--- config.mk ---
export PLATFORM = sky130hd
export DESIGN_NAME = acmm_ctrl
export DESIGN_NICKNAME = d
export VERILOG_FILES = /design/src/sv/acmm_pkg.sv /design/src/sv/acmm_ctrl.sv
export SDC_FILE = /design/constraint.sdc
export NUM_CORES = 1
export LEC_CHECK = 0
export BUFFER_PORTS_ARGS = -buffer_cell sky130_fd_sc_hd__buf_2
export CAP_MARGIN = 20
export CORE_MARGIN = 2
export CORE_UTILIZATION = 32
export CTS_BUF_LIST = sky130_fd_sc_hd__clkbuf_2 sky130_fd_sc_hd__clkbuf_4 sky130_fd_sc_hd__clkbuf_8
export DETAILED_ROUTE_END_ITERATION = 12
export SLEW_MARGIN = 20
export SYNTH_ARGS = -nofsm -noshare
export SYNTH_HDL_FRONTEND = slang
export SYNTH_SLANG_ARGS = --single-unit
--- constraint.sdc ---
create_clock -name clk_i -period 4.2 [get_ports clk_i]
set_clock_uncertainty 0.2 [all_clocks]
set_input_delay 1.05 -clock clk_i [delete_from_list [all_inputs] [get_ports clk_i]]
set_output_delay 1.05 -clock clk_i [all_outputs]
set_load 0.01 [all_outputs]
--- src/sv/acmm_pkg.sv ---
// shared types, constants and register indexes of the channel mixing matrix
package acmm_pkg;

  // defaults of the top level parameters
  localparam int MAX_CHANNELS_DEF = 16;
  localparam int SAMPLE_BITS_DEF  = 16;
  localparam int COEF_BITS_DEF    = 24;

  // fixed widths of the block
  localparam int ACC_BITS   = 48;
  localparam int CH_W       = 4;
  localparam int CNT_W      = 5;
  localparam int CFG_IDX_W  = 4;
  localparam int CFG_DATA_W = 5;

  localparam logic [CNT_W-1:0] COUNT_RESET = 5'd4;

  // configuration register indexes
  localparam logic [CFG_IDX_W-1:0] REG_IN_COUNT  = 4'd0;
  localparam logic [CFG_IDX_W-1:0] REG_OUT_COUNT = 4'd1;

  // operation codes of an input word
  localparam logic OP_COEF   = 1'b0;
  localparam logic OP_SAMPLE = 1'b1;

  typedef enum logic [2:0] {
    ST_CLEAR,
    ST_IDLE,
    ST_MAC,
    ST_DRAIN,
    ST_EMIT
  } state_e;

  typedef struct packed {
    logic            clear_step;
    logic            coef_we;
    logic            sample_load;
    logic            mac_issue;
    logic [CH_W-1:0] mac_row;
    logic [CH_W-1:0] mac_col;
    logic            emit_load;
    logic [CH_W-1:0] emit_row;
    logic            emit_last;
    logic            frame_clear;
  } cmd_t;

  typedef struct packed {
    logic clear_done;
    logic busy;
    logic out_free;
  } sts_t;

endpackage

--- src/sv/acmm_ctrl.sv ---
// controller of the channel mixing matrix: clearing pass, mac issue, emission
module acmm_ctrl import acmm_pkg::*; (
  input  logic             clk_i,
  input  logic             rst_ni,
  input  logic             in_valid_i,
  output logic             in_stall_o,
  input  logic             operation_i,
  input  logic [CNT_W-1:0] in_count_i,
  input  logic [CNT_W-1:0] out_count_i,
  input  logic             cfg_clear_i,
  input  sts_t             sts_i,
  output cmd_t             cmd_o
);

  state_e          state_q, state_d;
  logic [CH_W-1:0] row_q, row_d;
  logic [CH_W-1:0] pos_q, pos_d;
  logic            last_row;
  logic            frame_end;

  assign last_row  = ((CNT_W'(row_q) + 5'd1) == out_count_i);
  assign frame_end = ((CNT_W'(pos_q) + 5'd1) == in_count_i);

  always_ff @(posedge clk_i or negedge rst_ni) begin
    if (!rst_ni) begin
      state_q <= ST_CLEAR;
      row_q   <= '0;
      pos_q   <= '0;
    end else begin
      state_q <= state_d;
      row_q   <= row_d;
      pos_q   <= pos_d;
    end
  end

  always_comb begin
    state_d    = state_q;
    row_d      = row_q;
    pos_d      = pos_q;
    cmd_o      = '0;
    in_stall_o = 1'b1;
    case (state_q)
      ST_CLEAR: begin
        cmd_o.clear_step = 1'b1;
        if (sts_i.clear_done) begin
          state_d = ST_IDLE;
        end
      end
      ST_IDLE: begin
        in_stall_o = 1'b0;
        if (in_valid_i) begin
          if (operation_i == OP_SAMPLE) begin
            cmd_o.sample_load = 1'b1;
            row_d   = '0;
            state_d = ST_MAC;
          end else begin
            cmd_o.coef_we = 1'b1;
          end
        end
      end
      ST_MAC: begin
        cmd_o.mac_issue = 1'b1;
        cmd_o.mac_row   = row_q;
        cmd_o.mac_col   = pos_q;
        row_d = row_q + 1'b1;
        if (last_row) begin
          state_d = ST_DRAIN;
        end
      end
      ST_DRAIN: begin
        // wait for the last product to land in its accumulator
        if (!sts_i.busy) begin
          row_d = '0;
          if (frame_end) begin
            pos_d   = '0;
            state_d = ST_EMIT;
          end else begin
            pos_d   = pos_q + 1'b1;
            state_d = ST_IDLE;
          end
        end
      end
      ST_EMIT: begin
        if (sts_i.out_free) begin
          cmd_o.emit_load = 1'b1;
          cmd_o.emit_row  = row_q;
          cmd_o.emit_last = last_row;
          row_d = row_q + 1'b1;
          if (last_row) begin
            cmd_o.frame_clear = 1'b1;
            state_d = ST_IDLE;
          end
        end
      end
      default: begin
        state_d = ST_IDLE;
      end
    endcase
    // a register write abandons the partial frame
    if (cfg_clear_i) begin
      cmd_o.frame_clear = 1'b1;
      pos_d = '0;
    end
  end

`ifndef SYNTHESIS
  a_mac_row_in_range: assert property (@(posedge clk_i) disable iff (!rst_ni)
    cmd_o.mac_issue |-> (CNT_W'(cmd_o.mac_row) < out_count_i))
    else $error("mac issued beyond the output channel count");

  a_emit_after_drain: assert property (@(posedge clk_i) disable iff (!rst_ni)
    cmd_o.emit_load |-> !sts_i.busy)
    else $error("emission while products are still in flight");

  a_pos_in_frame: assert property (@(posedge clk_i) disable iff (!rst_ni)
    (CNT_W'(pos_q) < in_count_i))
    else $error("input position beyond the input channel count");

  a_last_back_to_idle: assert property (@(posedge clk_i) disable iff (!rst_ni)
    (cmd_o.emit_load && cmd_o.emit_last) |=> (state_q == ST_IDLE))
    else $error("controller not idle after the last word of a frame");
`endif

endmodule

# [Word-level counts from Yosys, hierarchy flattened]
# Cells that the tools add are included.
[word_totals] ram_bits=0 word_cells=56 regBits=11 memories=0 in_bits=18 mem_bits_ro=0 latchBits=0
[classes] n_reduce_logical=6 div=0 n_mul=0 eq_ne=14 bitwise=0 add_sub_neg=4 muxes=29 order_cmp=0 n_shift=0
[ops] operator="$mux W4" n=8
[ops] operator="$mux W3" n=8
[ops] operator="$ne A2 B2 Y1 const B" n=8
[ops] operator="$pmux W4 S4" n=1
[ops] operator="$pmux W3 S5" n=1
[ops] operator="$mux W7" n=2
[ops] operator="$add A4 B1 Y5 const B" n=2
[ops] operator="$eq A5 B5 Y1" n=2
[ops] operator="$mux W9" n=1
[ops] operator="$add A4 B1 Y4 const B" n=2
[ops] operator="$reduce_and A7 Y1" n=1
[ops] operator="$eq A3 B2 Y1 const B" n=2
[ops] operator="$mux W1" n=6
[ops] operator="$reduce_and A5 Y1" n=1
[ops] operator="$mux W2" n=2
[ops] operator="$reduce_bool A4 Y1" n=1
[ops] operator="$eq A3 B1 Y1 const B" n=1
[ops] operator="$eq A3 B3 Y1 const B" n=1
[ops] operator="$logic_not A3 Y1" n=1
[ops] operator="$reduce_and A2 Y1" n=1
[ops] operator="$reduce_bool A2 Y1" n=1

# [Longest topological paths before layout]
[logic_depth] depth_word=6 mapped_depth=6 depth_no_buf=6

# [Least setup slack after synthesis]
# No wires, ideal clock.
[synth_path] path_kind="in2out" startpoint="in out_count_i[3]" endpoint="out cmd_o[0] (netlist bit)" slack_ps=1040 t_arrival_ps=1910 path_buffers=0 path_stages=5 cell_sequence="xor2_1 > xnor2_1 > nor4_1 > nand2_1 > o21bai_1"
[synth_lines] element="start, declared" line_no="acmm_ctrl.sv:9" source="input logic [CNT_W-1:0] out_count_i,"
[synth_lines] element="end, declared" line_no="acmm_ctrl.sv:12" source="output cmd_t cmd_o"

==> load_flow_metrics.sql <==
INSERT INTO impl_metrics (metric_group, metric, value, unit) VALUES
('status', 'run_status', 'completed', ''),
('synthesis', 'yosysTopAreaCellShare', '27.43', '%'),
('cells_and_area', 'antenna-diode-count', '0', ''),
('cts', 'clk_latency', '260', 'ps'),
('die', 'initial_utilization', '33.14', '%'),
('timing', 'hold_viol', '0', ''),
('placed_design', 'port_buffers', '37', ''),
('worst_setup_path', 'data_arrival_time_of_the_worst_path', '2210', 'ps'),
('cts', 'cts_buffers', '3', ''),
('cells_and_area', 'fillCellCount', '326', ''),
('global_routing', 'grt_antenna_before_repair', '0', ''),
('cts', 'clk_pin_slew', '60', 'ps'),
('synthesis', 'yosys-top-cells-area', 'dfrtp_1, and2_1, nor2_1', ''),
('synthesis', 'ys_seq_area_share', '27.43', '%'),
('cts', 'clock_tree.htree_level_count', '1', ''),
('drt', 'number_of_vias_in_the_routed_layout', '977', ''),
('worst_setup_path', 'r2r-end', 'state_q[2]', ''),
('worst_setup_path', 'rr_startpoint', 'row_q[0]', ''),
('drt', 'drtPass1Iterations', '4', ''),
('synthesis', 'netlist_area', '0.001003', 'sq mm'),
('drt', 'wirelength', '2311', 'um'),
('cts', 'clock_path_buffers', '2', ''),
('worst_setup_path', 'crit_fanout', '3', ''),
('cts', 'post_cts_hold_buffer_count', '0', ''),
('synthesis', 'yosysMostFrequentCell', 'nor2_1', ''),
('synthesis', 'yosysUniqueCellTypes', '43', ''),
('drt', 'routed_via_density', '4.813', ''),
('drt', 'detailedRoute.firstIterationViolations', '21', ''),
('worst_hold_path', 'hold_path_startpoint', 'pos_q[1]', ''),
('placed_design', 'gp_routability_congestion', '0.7316', ''),
('synthesis', 'postSynthRegisterBits', '11', ''),
('timing', 'setup_viol', '0', ''),
('worst_setup_path', 'setup.worst_path.class', 'in2out', ''),
('global_routing', 'number_of_global_route_vias_before_repair', '891', ''),
('cts', 'clock_root_cell', 'clkbuf_4', ''),
('synthesis', 'number_of_enable_flip_flop_cells_after_synthesis', '0', ''),
('worst_setup_path', 'critical_path.most_common_cell', 'buf_2', ''),
('worst_setup_path', 'cp_slowest_stage_delay', '380', 'ps'),
('synthesis', 'synth_async_sr_flop_share', '100.0', '%'),
('worst_hold_path', 'worst_hold_path_type', 'reg2reg', ''),
('synthesis', 'synth_top_flop_cell', 'dfrtp_1', ''),
('run', 'maxCapViolCount', '0', ''),
('drt', 'drt_drc_violations_left', '0', ''),
('placed_design', 'place_ws', '696.4', 'ps'),
('cells_and_area', 'final_nets', '180', ''),
('global_routing', 'grt_max_degree', '17', ''),
('worst_hold_path', 'holdPathEnd', 'pos_q[1]', ''),
('worst_hold_path', 'whs_path_depth', '1', ''),
('die', 'fp.dieH', '60', 'um'),
('timing', 'worst_slack', '736.0', 'ps'),
('synthesis', 'warnings_from_yosys', '0', ''),
('die', 'floorplan.die_area', '0.003600', 'sq mm'),
('timing', 'fmax', '0.2887', 'GHz'),
('placed_design', 'hpwlAfterDp', '1868', 'um'),
('worst_setup_path', 'critical_path.slowest_cell', 'nor4_1', ''),
('synthesis', 'postSynthAreaPerCell', '8.225', 'sq um'),
('synthesis', 'synth.largest_area_cell', 'dfrtp_1', ''),
('timing', 'min_period', '3464', 'ps'),
('timing', 'slew-limit-headroom', '65.93', '%'),
('synthesis', 'synthesis.instances', '122', ''),
('drt', 'detail_route.wl_per_cell', '11.38', 'um'),
('synthesis', 'synthesis.nets', '142', ''),
('worst_setup_path', 'setup.reg_to_reg.worst_slack', '1980', 'ps'),
('die', 'die-width', '60', 'um'),
('worst_setup_path', 'timing.critical_path.to_type', 'output port', ''),
('cts', 'tritoncts', 'yes', ''),
('die', 'ios', '38', ''),
('global_routing', 'grt-ovfl-total', '0', ''),
('power', 'p_leak', '0.0006266', 'uW'),
('global_routing', 'first_pass_grt_wire_length', '3926', 'um'),
('drt', 'postRouteAntennaNets', '0', '');
-- power by group --
part / internal (uW) / switching, uW
logic: 107 / 127
clock network: 43.1 / 31.7
registers: 125 / 49.7
total: 275 / 208
-- critical path: cells and delay by family --
family	cells	cell delay, ps
compound gates	1	140
xor+xnor	2	280
buf+inv	2	240
simple gates	2	510
-- state kept, by name, indices dropped and copies added (netlist names) --
signal,flops
row_q,4
pos_q,4
state_q,3
-- stage by stage --
step	hold slack (ps)	utilization (%)	area [sq um]	std cells	total power, uW
floorplan	311.1	-	1003	122	340.3
global placement	346.1	40.50	1226	199	409.4
detailed placement	354.1	40.50	1226	199	411.9
CTS	370.0	41.49	1256	203	489.5
global route	392.6	41.49	1256	203	532.8
finish	375.7	41.49	1256	203	483.3
-- worst max-delay path by stage --
stage / startpoint / endpoint / cells after the start
after floorplan: out_count_i[3] / cmd_o[0] / 5
after global placement: out_count_i[3] / cmd_o[0] / 7
after detailed placement: out_count_i[3] / cmd_o[0] / 7
after CTS: out_count_i[3] / cmd_o[0] / 7
after global routing: out_count_i[3] / cmd_o[0] / 7
final: out_count_i[3] / cmd_o[0] / 7
-- final cells by class --
| type | instances | area [sq um] | area share [%] |
|---|---|---|---|
| sequential | 11 | 275.3 | 21.91 |
| tap | 44 | 55.05 | 4.382 |
| timing repair buffer | 37 | 185.2 | 14.74 |
| inverter | 2 | 7.507 | 0.5976 |
| clock buffer | 4 | 30.03 | 2.390 |
| multi-input combinational | 105 | 703.2 | 55.98 |
-- routing by layer --
metal  global-route usage, %  vias to the layer above  wire length (um)
met4                   6.667                        0                34
met3                   1.299                        2               106
met2                   23.29                       32              1077
met5                       0                        -                 0
li1                        -                      520                 -
met1                   18.88                      423              1093
-- cell usage in the layout (no fill, tap or decap), types with 3 or more instances in the layout --
cell type	n
xnor2_1	6
nor2b_1	3
nand2_1	6
nand2b_1	3
a21o_1	4
and2_1	12
xor2_1	4
buf_2	37
o21ai_0	7
a21oi_1	5
a211oi_1	3
nor2_1	15
clkbuf_4	4
dfrtp_1	11
nand3_1	4
-- logic make-up after synthesis --
| kind of cell | synth area share [%] |
|---|---|
| adders and majority gates | 2.493 |
| buffers and inverters | 2.494 |
| DFF | 27.43 |
| AOI/OAI and AO/OA | 24.19 |
| muxes | 2.244 |
| xor gates and xnor gates | 8.728 |
| and+or+nand+nor | 32.42 |
(Power assumes the default switching activity.)
